$ cat src/design/swc_pkg.sv
// shared types and defaults of the source whitespace compactor
package swc_pkg;

  // default number of entries between classifier and emitter
  localparam int unsigned QueueDepthDefault = 4;

  // one classified input byte: one or two output bytes
  typedef struct packed {
    logic       second_valid;
    logic [7:0] first_char;
    logic [7:0] second_char;
  } swc_entry_t;

  // push request from the classifier into the queue
  typedef struct packed {
    logic       valid;
    swc_entry_t entry;
  } swc_push_t;

  // head of the queue as seen by the emitter
  typedef struct packed {
    logic       valid;
    swc_entry_t entry;
  } swc_head_t;

endpackage

$ cat src/design/source_whitespace_compactor.sv
// top level of the source whitespace compactor
//
// Usage: source text enters one byte per request on the s_axis channel, a
// newline (10) ending each line. Compacted text leaves on the m_axis channel,
// one byte per request; tlast marks the final output byte caused by one input
// byte (an input byte causes zero, one or two output bytes).
// The cfg channel writes strip_comments (bit 0); it is always ready and must
// only be written while the block is idle. Reset sets strip_comments to 1.
// An accepted byte goes into the queue, then out through the output register.
// Throughput: one input byte per cycle while the queue has room, bounded by
// the output register at one output byte per cycle while the receiver is
// ready. The classifier and the emitter are parted by a queue of QueueDepth
// entries; the classifier keeps taking input while the receiver stalls until
// that queue is full, then drops s_axis_tready_o.
// Reset (rst_ni low, asynchronous) empties the queue and output register and
// returns the line state to the start of a line outside any string.
module source_whitespace_compactor #(
  parameter int unsigned QueueDepth = swc_pkg::QueueDepthDefault
) (
  input  logic       clk_i,
  input  logic       rst_ni,
  input  logic       s_axis_tvalid_i,
  output logic       s_axis_tready_o,
  input  logic [7:0] s_axis_tdata_i,   // [7:0] in_char
  output logic       m_axis_tvalid_o,
  input  logic       m_axis_tready_i,
  output logic [7:0] m_axis_tdata_o,   // [7:0] out_char
  output logic       m_axis_tlast_o,
  input  logic       cfg_valid_i,
  output logic       cfg_ready_o,
  input  logic [0:0] cfg_data_i        // [0] strip_comments
);

  swc_pkg::swc_push_t push;
  swc_pkg::swc_head_t head;
  logic               q_ready;
  logic               pop;

  assign cfg_ready_o = 1'b1;

  // classifier
  swc_front u_front (
    .clk_i       (clk_i),
    .rst_ni      (rst_ni),
    .in_valid_i  (s_axis_tvalid_i),
    .in_ready_o  (s_axis_tready_o),
    .in_char_i   (s_axis_tdata_i),
    .cfg_valid_i (cfg_valid_i),
    .cfg_data_i  (cfg_data_i[0]),
    .q_ready_i   (q_ready),
    .push_o      (push)
  );

  // queue between the two halves
  swc_queue #(
    .Depth (QueueDepth)
  ) u_queue (
    .clk_i   (clk_i),
    .rst_ni  (rst_ni),
    .push_i  (push),
    .ready_o (q_ready),
    .head_o  (head),
    .pop_i   (pop)
  );

  // emitter
  swc_back u_back (
    .clk_i       (clk_i),
    .rst_ni      (rst_ni),
    .head_i      (head),
    .pop_o       (pop),
    .out_valid_o (m_axis_tvalid_o),
    .out_ready_i (m_axis_tready_i),
    .out_char_o  (m_axis_tdata_o),
    .out_last_o  (m_axis_tlast_o)
  );

endmodule

$ cat src/design/swc_front.sv
// classifier: line, quote, space and comment state, one input byte per cycle while the queue is not full
module swc_front (
  input  logic             clk_i,
  input  logic             rst_ni,
  input  logic             in_valid_i,
  output logic             in_ready_o,
  input  logic [7:0]       in_char_i,
  input  logic             cfg_valid_i,
  input  logic             cfg_data_i,
  input  logic             q_ready_i,
  output swc_pkg::swc_push_t push_o
);

  localparam logic [7:0] CharNewline = 8'd10;
  localparam logic [7:0] CharSpace   = 8'h20;
  localparam logic [7:0] CharSquote  = 8'd39;
  localparam logic [7:0] CharDquote  = 8'd34;
  localparam logic [7:0] CharSlash   = 8'h2f;
  localparam logic [7:0] CharPercent = 8'h25;
  localparam logic [7:0] CharAmp     = 8'h26;
  localparam logic [7:0] CharUnder   = 8'h5f;

  function automatic logic is_ident(input logic [7:0] c);
    return (c >= 8'h41 && c <= 8'h5a) || (c >= 8'h61 && c <= 8'h7a) ||
           (c >= 8'h30 && c <= 8'h39) || c == CharUnder;
  endfunction

  function automatic logic is_right_keep(input logic [7:0] c);
    return is_ident(c) || c == CharPercent || c == CharAmp || c == CharSquote;
  endfunction

  logic       strip_q;
  logic       quote_open_q, quote_open_d;
  logic [7:0] quote_kind_q, quote_kind_d;
  logic       in_indent_q, in_indent_d;
  logic       col_zero_q, col_zero_d;
  logic [1:0] space_run_q, space_run_d;
  logic [7:0] prev_vis_q, prev_vis_d;
  logic       slash_held_q, slash_held_d;
  logic       comment_skip_q, comment_skip_d;
  logic       line_dropped_q, line_dropped_d;

  logic [7:0] out_chars [2];
  logic [1:0] out_cnt;
  logic       accept;

  assign in_ready_o = q_ready_i;
  assign accept     = in_valid_i && q_ready_i;

  // next state and produced bytes for the byte on the input
  always_comb begin
    logic done;
    done           = 1'b0;
    out_chars[0]   = 8'h00;
    out_chars[1]   = 8'h00;
    out_cnt        = 2'd0;
    quote_open_d   = quote_open_q;
    quote_kind_d   = quote_kind_q;
    in_indent_d    = in_indent_q;
    col_zero_d     = col_zero_q;
    space_run_d    = space_run_q;
    prev_vis_d     = prev_vis_q;
    slash_held_d   = slash_held_q;
    comment_skip_d = comment_skip_q;
    line_dropped_d = line_dropped_q;
    if (comment_skip_q) begin
      if (in_char_i == CharNewline) begin
        if (!line_dropped_q) begin
          out_chars[out_cnt[0]] = CharNewline;
          out_cnt = out_cnt + 2'd1;
        end
        quote_open_d   = 1'b0;
        in_indent_d    = 1'b1;
        col_zero_d     = 1'b1;
        space_run_d    = 2'd0;
        prev_vis_d     = 8'h00;
        slash_held_d   = 1'b0;
        comment_skip_d = 1'b0;
        line_dropped_d = 1'b0;
      end
    end else if (quote_open_q) begin
      out_chars[out_cnt[0]] = in_char_i;
      out_cnt = out_cnt + 2'd1;
      if (in_char_i == CharNewline) begin
        quote_open_d   = 1'b0;
        in_indent_d    = 1'b1;
        space_run_d    = 2'd0;
        prev_vis_d     = 8'h00;
        slash_held_d   = 1'b0;
        comment_skip_d = 1'b0;
        line_dropped_d = 1'b0;
      end else if (in_char_i == quote_kind_q) begin
        quote_open_d = 1'b0;
        prev_vis_d   = in_char_i;
      end
      // cleared even right after a newline inside quotes
      col_zero_d = 1'b0;
    end else begin
      // held slash decides first
      if (slash_held_q) begin
        slash_held_d = 1'b0;
        if (in_char_i == CharSlash && strip_q) begin
          comment_skip_d = 1'b1;
          line_dropped_d = col_zero_q;
          col_zero_d     = 1'b0;
          done           = 1'b1;
        end else begin
          out_chars[out_cnt[0]] = CharSlash;
          out_cnt    = out_cnt + 2'd1;
          col_zero_d = 1'b0;
        end
      end
      if (!done) begin
        if (in_char_i == CharNewline) begin
          if (space_run_q == 2'd2) begin
            out_chars[out_cnt[0]] = CharSpace;
            out_cnt = out_cnt + 2'd1;
          end
          out_chars[out_cnt[0]] = CharNewline;
          out_cnt        = out_cnt + 2'd1;
          quote_open_d   = 1'b0;
          in_indent_d    = 1'b1;
          col_zero_d     = 1'b1;
          space_run_d    = 2'd0;
          prev_vis_d     = 8'h00;
          slash_held_d   = 1'b0;
          comment_skip_d = 1'b0;
          line_dropped_d = 1'b0;
        end else if (in_char_i == CharSpace) begin
          if (in_indent_q) begin
            out_chars[out_cnt[0]] = CharSpace;
            out_cnt = out_cnt + 2'd1;
          end else if (space_run_q != 2'd2) begin
            space_run_d = space_run_q + 2'd1;
          end
          col_zero_d = 1'b0;
        end else begin
          in_indent_d = 1'b0;
          if (space_run_q == 2'd2 ||
              (space_run_q == 2'd1 && is_ident(prev_vis_q) && is_right_keep(in_char_i)))
          begin
            out_chars[out_cnt[0]] = CharSpace;
            out_cnt = out_cnt + 2'd1;
          end
          space_run_d = 2'd0;
          prev_vis_d  = in_char_i;
          if (in_char_i == CharSlash && strip_q) begin
            slash_held_d = 1'b1;
          end else begin
            out_chars[out_cnt[0]] = in_char_i;
            out_cnt    = out_cnt + 2'd1;
            col_zero_d = 1'b0;
            if (in_char_i == CharSquote || in_char_i == CharDquote) begin
              quote_open_d = 1'b1;
              quote_kind_d = in_char_i;
            end
          end
        end
      end
    end
  end

  // push request toward the queue
  always_comb begin
    push_o.valid              = accept && (out_cnt != 2'd0);
    push_o.entry.first_char   = out_chars[0];
    push_o.entry.second_char  = out_chars[1];
    push_o.entry.second_valid = out_cnt[1];
  end

  // configuration register
  always_ff @(posedge clk_i or negedge rst_ni) begin
    if (!rst_ni) begin
      strip_q <= 1'b1;
    end else if (cfg_valid_i) begin
      strip_q <= cfg_data_i;
    end
  end

  // line state
  always_ff @(posedge clk_i or negedge rst_ni) begin
    if (!rst_ni) begin
      quote_open_q   <= 1'b0;
      quote_kind_q   <= 8'h00;
      in_indent_q    <= 1'b1;
      col_zero_q     <= 1'b1;
      space_run_q    <= 2'd0;
      prev_vis_q     <= 8'h00;
      slash_held_q   <= 1'b0;
      comment_skip_q <= 1'b0;
      line_dropped_q <= 1'b0;
    end else if (accept) begin
      quote_open_q   <= quote_open_d;
      quote_kind_q   <= quote_kind_d;
      in_indent_q    <= in_indent_d;
      col_zero_q     <= col_zero_d;
      space_run_q    <= space_run_d;
      prev_vis_q     <= prev_vis_d;
      slash_held_q   <= slash_held_d;
      comment_skip_q <= comment_skip_d;
      line_dropped_q <= line_dropped_d;
    end
  end

`ifndef SYNTH
  // a comment never starts inside a string
  assert property (@(posedge clk_i) disable iff (!rst_ni)
    !(comment_skip_q && quote_open_q))
    else $error("comment and quote both active");

  // a slash is never held once a comment runs
  assert property (@(posedge clk_i) disable iff (!rst_ni)
    !(comment_skip_q && slash_held_q))
    else $error("slash held inside comment");
`endif

endmodule

$ cat src/design/swc_queue.sv
// short queue of classified entries between classifier and emitter
module swc_queue #(
  parameter int unsigned Depth = swc_pkg::QueueDepthDefault
) (
  input  logic               clk_i,
  input  logic               rst_ni,
  input  swc_pkg::swc_push_t push_i,
  output logic               ready_o,
  output swc_pkg::swc_head_t head_o,
  input  logic               pop_i
);

  localparam int unsigned PtrW = (Depth > 1) ? $clog2(Depth) : 1;
  localparam int unsigned CntW = $clog2(Depth + 1);
  localparam logic [PtrW-1:0] LastPtr = PtrW'(Depth - 1);

  swc_pkg::swc_entry_t mem_q [Depth];
  logic [PtrW-1:0] wr_ptr_q, rd_ptr_q;
  logic [CntW-1:0] count_q;
  logic            do_push, do_pop;

  assign ready_o     = (count_q != CntW'(Depth));
  assign do_push     = push_i.valid && ready_o;
  assign do_pop      = pop_i && (count_q != '0);
  assign head_o.valid = (count_q != '0);
  assign head_o.entry = mem_q[rd_ptr_q];

  // entry storage
  always_ff @(posedge clk_i) begin
    if (do_push) begin
      mem_q[wr_ptr_q] <= push_i.entry;
    end
  end

  // pointers and fill count
  always_ff @(posedge clk_i or negedge rst_ni) begin
    if (!rst_ni) begin
      wr_ptr_q <= '0;
      rd_ptr_q <= '0;
      count_q  <= '0;
    end else begin
      if (do_push) begin
        wr_ptr_q <= (wr_ptr_q == LastPtr) ? '0 : wr_ptr_q + PtrW'(1);
      end
      if (do_pop) begin
        rd_ptr_q <= (rd_ptr_q == LastPtr) ? '0 : rd_ptr_q + PtrW'(1);
      end
      if (do_push && !do_pop) begin
        count_q <= count_q + CntW'(1);
      end else if (do_pop && !do_push) begin
        count_q <= count_q - CntW'(1);
      end
    end
  end

`ifndef SYNTH
  // fill count stays within the storage
  assert property (@(posedge clk_i) disable iff (!rst_ni)
    count_q <= CntW'(Depth))
    else $error("queue overfilled");
`endif

endmodule

$ cat src/design/swc_back.sv
// emitter: one output byte per cycle from the queue head into the output register, while the receiver is ready
module swc_back (
  input  logic               clk_i,
  input  logic               rst_ni,
  input  swc_pkg::swc_head_t head_i,
  output logic               pop_o,
  output logic               out_valid_o,
  input  logic               out_ready_i,
  output logic [7:0]         out_char_o,
  output logic               out_last_o
);

  logic       valid_q, valid_d;
  logic [7:0] char_q, char_d;
  logic       last_q, last_d;
  logic       phase_q, phase_d;
  logic       load;

  assign load        = !valid_q || out_ready_i;
  assign out_valid_o = valid_q;
  assign out_char_o  = char_q;
  assign out_last_o  = last_q;

  // pick the next byte of the head entry
  always_comb begin
    valid_d = valid_q;
    char_d  = char_q;
    last_d  = last_q;
    phase_d = phase_q;
    pop_o   = 1'b0;
    if (load) begin
      valid_d = head_i.valid;
      if (head_i.valid) begin
        if (phase_q) begin
          char_d  = head_i.entry.second_char;
          last_d  = 1'b1;
          phase_d = 1'b0;
          pop_o   = 1'b1;
        end else begin
          char_d  = head_i.entry.first_char;
          last_d  = !head_i.entry.second_valid;
          phase_d = head_i.entry.second_valid;
          pop_o   = !head_i.entry.second_valid;
        end
      end
    end
  end

  // output register
  always_ff @(posedge clk_i or negedge rst_ni) begin
    if (!rst_ni) begin
      valid_q <= 1'b0;
      phase_q <= 1'b0;
    end else begin
      valid_q <= valid_d;
      phase_q <= phase_d;
    end
  end

  always_ff @(posedge clk_i) begin
    char_q <= char_d;
    last_q <= last_d;
  end

`ifndef SYNTH
  // second byte pending means its entry is still at the head
  assert property (@(posedge clk_i) disable iff (!rst_ni)
    phase_q |-> head_i.valid)
    else $error("second byte pending without entry");
`endif

endmodule

$ cat config.mk
export PLATFORM = sky130hd
export DESIGN_NAME = source_whitespace_compactor
export DESIGN_NICKNAME = d
export VERILOG_FILES = /design/src/design/swc_pkg.sv /design/src/design/source_whitespace_compactor.sv /design/src/design/swc_front.sv /design/src/design/swc_queue.sv /design/src/design/swc_back.sv
export SDC_FILE = /design/constraint.sdc
export NUM_CORES = 1
export LEC_CHECK = 0
export BUFFER_PORTS_ARGS = -buffer_cell sky130_fd_sc_hd__buf_2
export CAP_MARGIN = 20
export CORE_UTILIZATION = 55
export CTS_CLUSTER_DIAMETER = 120
export DETAILED_ROUTE_END_ITERATION = 8
export PLACE_DENSITY = 0.83
export SETUP_SLACK_MARGIN = 0.3
export SYNTH_ARGS = -nofsm -noshare
export SYNTH_HDL_FRONTEND = slang
export SYNTH_SLANG_ARGS = --single-unit
$ cat constraint.sdc
create_clock -name clk_i -period 3.2 [get_ports clk_i]
set_clock_uncertainty 0.15 [all_clocks]
set_input_delay 0.32 -clock clk_i [delete_from_list [all_inputs] [get_ports clk_i]]
set_output_delay 0.32 -clock clk_i [all_outputs]
set_load 0.02 [all_outputs]
# Word level (Yosys, flattened, before mapping)

Memories as Yosys holds them, arrays and structs flattened.
Index checks and enable logic that the tools add are counted.

Add/sub/neg operators: 8
Magnitude comparators: 18
Equal/unequal tests: 23
Multiplexer cells: 130
Bitwise logic cells: 15
Reductions and logical operators: 43

Operator list:

| cell                | count |
|---|---|
| $mux 16             | 16 |
| $mux 8              | 20 |
| $mux 2              | 32 |
| $mux 1              | 54 |
| $eq 8x6->1 const B  | 6 |
| $ge 8x7->1 const B  | 4 |
| $le 8x7->1 const B  | 4 |
| $demux 8 s1         | 3 |
| $logic_and 1x1->1   | 18 |
| $bwmux 16           | 1 |
| $eq 8x7->1 const B  | 2 |
| $ge 8x6->1 const B  | 2 |
| $le 8x6->1 const B  | 2 |
| $and 14x14->14      | 1 |
| $not 14->14         | 1 |
| $add 2x1->2 const B | 6 |
| $and 12x12->12      | 1 |
| $logic_or 1x1->1    | 12 |
| $not 12->12         | 1 |
| $eq 8x4->1 const B  | 1 |
| $eq 8x8->1          | 1 |
| $reduce_and 8->1    | 1 |
| $eq 2x2->1 const B  | 3 |
| $ge 2x2->1 const B  | 3 |
| 24 further kinds    | 42 |

Flip-flop bits (word level): 43
Memory bits (writable): 68
Bits of input ports: 14
Output and inout bits: 12
Logic and storage cells: 255
Memories: 1

Memory list:

| name          | depth | width | read ports | clocked after Yosys merged registers in | write ports | RTL line        | source |
|---|---|---|---|---|---|---|---|
| u_queue.mem_q | 4     | 17    | 1          | 0                                       | 1           | swc_queue.sv:17 | `swc_pkg::swc_entry_t mem_q [Depth];` |

# Logic depth before layout (Yosys ltp)

Depth after elaboration: 30
Gate-level depth with buffers: 18

# Modules after synthesis

A second synthesis with hierarchy kept.

Cell total of the unflattened synthesis: 384
Area, all modules: 5434.0 µm²

Modules (own cells, without submodules):

| module                      | instances | cells each | area an instance (µm²) | seq. area each (µm²) |
|---|---|---|---|---|
| swc_queue                   | 1         | 126        | 2941.6                 | 2217.1 |
| swc_front                   | 1         | 228        | 1983.2                 | 629.4 |
| swc_back                    | 1         | 28         | 498.0                  | 320.3 |
| source_whitespace_compactor | 1         | 2          | 11.3                   | 0.0 |

# Worst setup path after synthesis

Ideal clock, no wire load.

Path kind: input port to flip-flop
From: input s_axis_tdata_i[2]
To: register u_queue.count_q[2]
Data arrival time: 3.317 ns
Required time: 2.971 ns
Path slack: -0.346 ns
Stages: 15
Path buffers: 1
Cell sequence: or4_1 clkbuf_1 nand2_1 nand2_1 a41o_1 ha_1 o22ai_1 a211o_1 o221ai_4 ha_1 inv_1 fa_1 xor2_1 nor2_1 xor2_1

Cells in the longest elaborated chain, start to end: 29
Elaborated cells between the ends (all ways): 63
Those cells by class: 3 x add/sub; 6 x order compare; 7 x eq/ne; 28 x mux; 19 x reduce/logical

RTL lines:

| element                                  | RTL line                          | source |
|---|---|---|
| start, declared                          | source_whitespace_compactor.sv:24 | `input logic [7:0] s_axis_tdata_i,` |
| $ge 8x7->1 or $le 8x7->1 (tied branches) | swc_front.sv:24                   | `return (c >= 8'h41 && c <= 8'h5a) \|\| (c >= 8'h61 && c <= 8'h7a) \|\|` |
| $logic_and 1x1->1                        | swc_front.sv:24                   |  |
| $logic_or 1x1->1 (2 in a row)            | swc_front.sv:24                   |  |
| $logic_or 1x1->1                         | swc_front.sv:25                   | `(c >= 8'h30 && c <= 8'h39) \|\| c == CharUnder;` |
| $logic_or 1x1->1 (3 in a row)            | swc_front.sv:29                   | `return is_ident(c) \|\| c == CharPercent \|\| c == CharAmp \|\| c == CharSquote;` |
| $logic_and 1x1->1                        | swc_front.sv:140                  | `(space_run_q == 2'd1 && is_ident(prev_vis_q) && is_right_keep(in_char_i)))` |
| $logic_or 1x1->1                         | swc_front.sv:139                  | `if (space_run_q == 2'd2 \|\|` |
| $mux 2                                   | swc_front.sv:139                  |  |
| (+11 left out)                           | --                                |  |
| $mux 2 (*)                               | swc_front.sv:66                   | `if (comment_skip_q) begin` |
| $reduce_bool 2->1 (*)                    | swc_front.sv:165                  | `push_o.valid = accept && (out_cnt != 2'd0);` |
| $logic_and 1x1->1 (*)                    | swc_front.sv:165                  |  |
| $logic_and 1x1->1 (*)                    | swc_queue.sv:23                   | `assign do_push = push_i.valid && ready_o;` |
| via u_queue.do_push                      | swc_queue.sv:20                   | `logic do_push, do_pop;` |
| $logic_not 1->1                          | swc_queue.sv:50                   | `end else if (do_pop && !do_push) begin` |
| $logic_and 1x1->1                        | swc_queue.sv:50                   |  |
| $reduce_bool 2->1 (no line)              | --                                |  |
| end signal, assigned                     | swc_queue.sv:49                   | `count_q <= count_q + CntW'(1);` |
| end signal, assigned                     | swc_queue.sv:51                   | `count_q <= count_q - CntW'(1);` |
| end, declared                            | swc_queue.sv:19                   | `logic [CntW-1:0] count_q;` |

Mark *: on every way through the listed nets, which the timed path passes. The rest lies on a longest branch. The select of a mux whose other input is x is not followed.
A chain may end at the register's enable or synchronous reset.

# Worst setup path after layout

From: register u_front.prev_vis_q[4]
To: register u_queue.count_q[1]

Cells in the longest elaborated chain, start to end: 27
Elaborated cells between the ends (all ways): 37
Those cells by class: 1 x add/sub; 6 x order compare; 1 x eq/ne; 13 x mux; 16 x reduce/logical

RTL lines:

| element                                  | RTL line         | source |
|---|---|---|
| start, declared                          | swc_front.sv:38  | `logic [7:0] prev_vis_q, prev_vis_d;` |
| start signal, assigned                   | swc_front.sv:198 | `prev_vis_q <= prev_vis_d;` |
| $ge 8x7->1 or $le 8x7->1 (tied branches) | swc_front.sv:24  |  |
| $logic_and 1x1->1                        | swc_front.sv:24  |  |
| $logic_or 1x1->1 (2 in a row)            | swc_front.sv:24  |  |
| $logic_or 1x1->1 (*)                     | swc_front.sv:25  |  |
| $logic_and 1x1->1 (*) (2 in a row)       | swc_front.sv:140 |  |
| $logic_or 1x1->1 (*)                     | swc_front.sv:139 |  |
| $mux 2 (*)                               | swc_front.sv:139 |  |
| $mux 2 (*)                               | swc_front.sv:129 | `end else if (in_char_i == CharSpace) begin` |
| (+10 left out)                           | --               |  |
| $mux 2 (*)                               | swc_front.sv:66  |  |
| $reduce_bool 2->1 (*)                    | swc_front.sv:165 |  |
| $logic_and 1x1->1 (*)                    | swc_front.sv:165 |  |
| $logic_and 1x1->1 (*)                    | swc_queue.sv:23  |  |
| via u_queue.do_push                      | swc_queue.sv:20  |  |
| $logic_not 1->1                          | swc_queue.sv:50  |  |
| $logic_and 1x1->1                        | swc_queue.sv:50  |  |
| $reduce_bool 2->1 (no line)              | --               |  |

Marked as above.

==> results.md <==
- Area grow syn2layout: 21.5%
- Final worst path period share: 1.07
- Max_cap viols: 0
- Clock sink total: between 100 and 150
- Die Y: around 100 um
- Pwr/cell area: ~720 nW/um^2
- CTS root buf: clkbuf_8
- FF-to-FF Start: u_front.prev_vis_q[4]
- I/O Buffers: 24
- Worst setup SP type: register
- Hpwl dp: 8.10 mm
- Final wirelength: 12.2 mm
- Seq/Total Area, Yosys: 0.591
- Maximum vdd ir drop: 357 uV
- YS warnings: 0
- Number of enable flip-flop cells after synthesis: 77
- Worst slew margin: 0.475
- Number of routed nets with antenna violations: 0
- Worst-Margin Slew: 0.787 ns
- Clock-pin slew of the registers on the worst-case setup and hold paths: 0.11 ns
- Cell family with most CP delay: compound AO/OA/AOI/OAI gates
- CP Depth: 13
- Synth area leader: edfxtp_1
- Nets: 510
- Ports: 26
- Yosys top cell area share: 0.431
- Global Route Usage Sum: 0.257
- Die Area: 10,100 um^2
- Critical-path top delay cell: or4_1
- Dpl cell area: 6000 um^2
- Worst-Skew Late Latency: 0.37 ns
- Violated checks: negative setup slack
- Global-route wire length before repair: between 15 and 20 mm
- Dominant cell by count in the synthesized netlist: edfxtp_1
- Synthesized area per cell: 13.3 um^2
- DP Cell Count: 582
- Pre-antenna DRT Iters: 7
- Critical Path AT: 3.53 ns
- Pin count of the biggest net entering global routing: 35
- WHS Endpoint: u_front.strip_q
- Critical path cell sequence: or4_1 > a21o_1 > a41o_1 > ha_4 > nand3b_1 > o22ai_2 > nand2_1 > a31oi_4 > o221ai_4 > ha_4 > inv_2 > fa_2 > mux2_2
- CTS Buffer Depth: 2
- Worst Setup Slack, final: -0.221 ns
- Final slew viol count: 0
- LEAKAGE: between 0.002 and 0.003 uW
- HP Start: cfg_data_i
- CTS tree: built
- Final core utilization: 0.698
- Worst Reg-to-Reg Cells: 13
- Synth cell count leaders: edfxtp_1 (77), nand2_1 (33), dfrtp_1 (31)
- Worst EP required: between 3 and 4 ns
- Num CTS Buffers: 9
- Die X: 101 um
- H-tree levels: 3
- Global route overflow: 0
- CP endpoint kind: register
- WS Path Type: register to register
- Layout cell share with drive strength beyond 1: 0.356
- DRC viols: 0
- Final setup viols: 70
- Vias in the first global route: roughly 3,600
- Ys async rst share: 0.306
- Vias: about 3,600
- Outcome: finished with violations
- RSZ-0062 raised after global routing: true
- Reg2reg setup slack: -0.22 ns
- WP buf/inv: 1
- Cell area after synthesis: 5360 um^2
- Core ar.: between 9000 and 10,000 um^2
- Site Rows: 35
- Ant diodes: 0
- Hold path cells: 2
- Min Tclk post-route: 3.42 ns
- Iter 0 DRT Violations: 420
- Final std cells w/o fill: 612
- Fin area: roughly 6500 um^2
- Initial core utilization: 0.575
- GPL Wtd Cong: about 0.91
- Initial antenna violation count: 0
- Maximum clock frequency: 0.292 GHz
- DR WL/cell: 19.9 um
- Mapped Cells: 402
- Vias per inst: 5.91
- CP dominant cell by count: ha_4
- Min-Delay Path Class: primary input to register
- Largest stage delay, worst path: ~0.5 ns
- Ys flop type: edfxtp_1
- Crit-path max FO: 2
- Syn Nets: ~430
- Synthesized flop and latch total: 111
- Netlist cell types: between 60 and 70
- Top post-synthesis cells by area: edfxtp_1 (43%), dfrtp_1 (14%), mux4_2 (7.1%)
- Fin. Hold Viols: 0
- Reg2reg end: u_queue.count_q[1]
- Fin Hold WS: 0.0345 ns
[layer usage]
| metal | global-route usage | vias up | share of wire |
|---|---|---|---|
| met5 | 0 | - | 0 |
| met4 | 0.0591 | 0 | 0.0092 |
| met3 | 0.0492 | 14 | 0.052 |
| met2 | 0.445 | 138 | 0.51 |
| met1 | 0.337 | 1804 | 0.42 |
| li1 | - | 1662 | - |
[flip-flops by register name, summed over array words and instances (netlist names)]
register / count
u_front.quote_kind_q: 8
u_front.col_zero_q: 1
u_queue.count_q: 3
u_back.out_last_o: 1
u_front.quote_open_q: 1
u_front.prev_vis_q: 8
u_front.strip_q: 1
u_queue.mem_q: 68
u_front.slash_held_q: 1
u_front.space_run_q: 2
u_back.phase_q: 1
u_back.out_valid_o: 1
u_queue.rd_ptr_q: 2
u_back.out_char_o: 8
u_front.comment_skip_q: 1
u_queue.wr_ptr_q: 2
u_front.in_indent_q: 1
u_front.line_dropped_q: 1
[worst max path at each step]
stage / end / from / slack (ns)
2_1_floorplan: u_queue.count_q[2] / s_axis_tdata_i[2] / -0.21
4_1_cts: u_queue.count_q[1] / u_front.prev_vis_q[4] / -0.21
6_report: u_queue.count_q[1] / u_front.prev_vis_q[4] / -0.22
5_1_grt: u_queue.count_q[1] / u_front.prev_vis_q[4] / -0.33
3_3_place_gp: u_queue.count_q[2] / s_axis_tdata_i[2] / -0.25
3_5_place_dp: u_queue.count_q[1] / s_axis_tdata_i[2] / -0.30
[kinds of logic after synthesis]
logic type      Yosys count  share of synthesized area
other cells               1                   0.000700
buf+inv                  40                     0.0329
flops                   111                      0.591
mux                      34                      0.108
simple gates            114                      0.112
fa+ha+maj                17                     0.0411
compound gates           73                     0.0943
xor+xnor                 12                     0.0196
[where the power goes]
| part | switching [uW] | internal (uW) | leakage [uW] | total, uW |
|---|---|---|---|---|
| combinational | 791 | 884 | 0.00132 | 1680 |
| sequential | 175 | 1960 | 0.00112 | 2130 |
| clock | 482 | 370 | 0.0000954 | 852 |
[cell usage in the layout (no fill, tap or decap), types with 6 or more instances in the layout]
cell      count
a21oi_1      14
a22o_1        6
and2_1        8
buf_2        24
buf_4        51
clkbuf_8      9
dfrtp_1      31
edfxtp_1     77
ha_1         13
inv_1        17
mux2_2       14
mux4_2       17
nand2_1      33
nand3_1       7
nor2_1       16
nor3_1        8
o21ai_0      14
xor2_1       11
[cell type report]
| class | count | area (um^2) |
|---|---|---|
| timing repair buffer | 87 | 756 |
| sequential | 111 | 3170 |
| fill | 648 | 2810 |
| clock buffer | 9 | 124 |
| inverter | 19 | 71.3 |
| tap | 129 | 161 |
| clock inverter | 6 | 76.3 |
| multi-input combinational | 251 | 2160 |
[stage by stage]
step	setup WS (ns)	power, uW	TNS [ns]
after global routing	-0.333	4880	-13.30
after floorplan	-0.206	3170	-0.400
after detailed placement	-0.297	3670	-6.39
after global placement	-0.247	3570	-5.31
final	-0.221	4660	-6.05
after CTS	-0.214	4660	-6.31
[repair_timing]
action	4_1_cts	5_1_grt
hold buffers	2	0
resized for setup	10	23
setup endpoints to repair	90	97
setup buffers	2	7
pin swaps	2	5
cloned	4	0
endpoints found under the hold margin	32	0
Power figures use the tool's default switching activity.
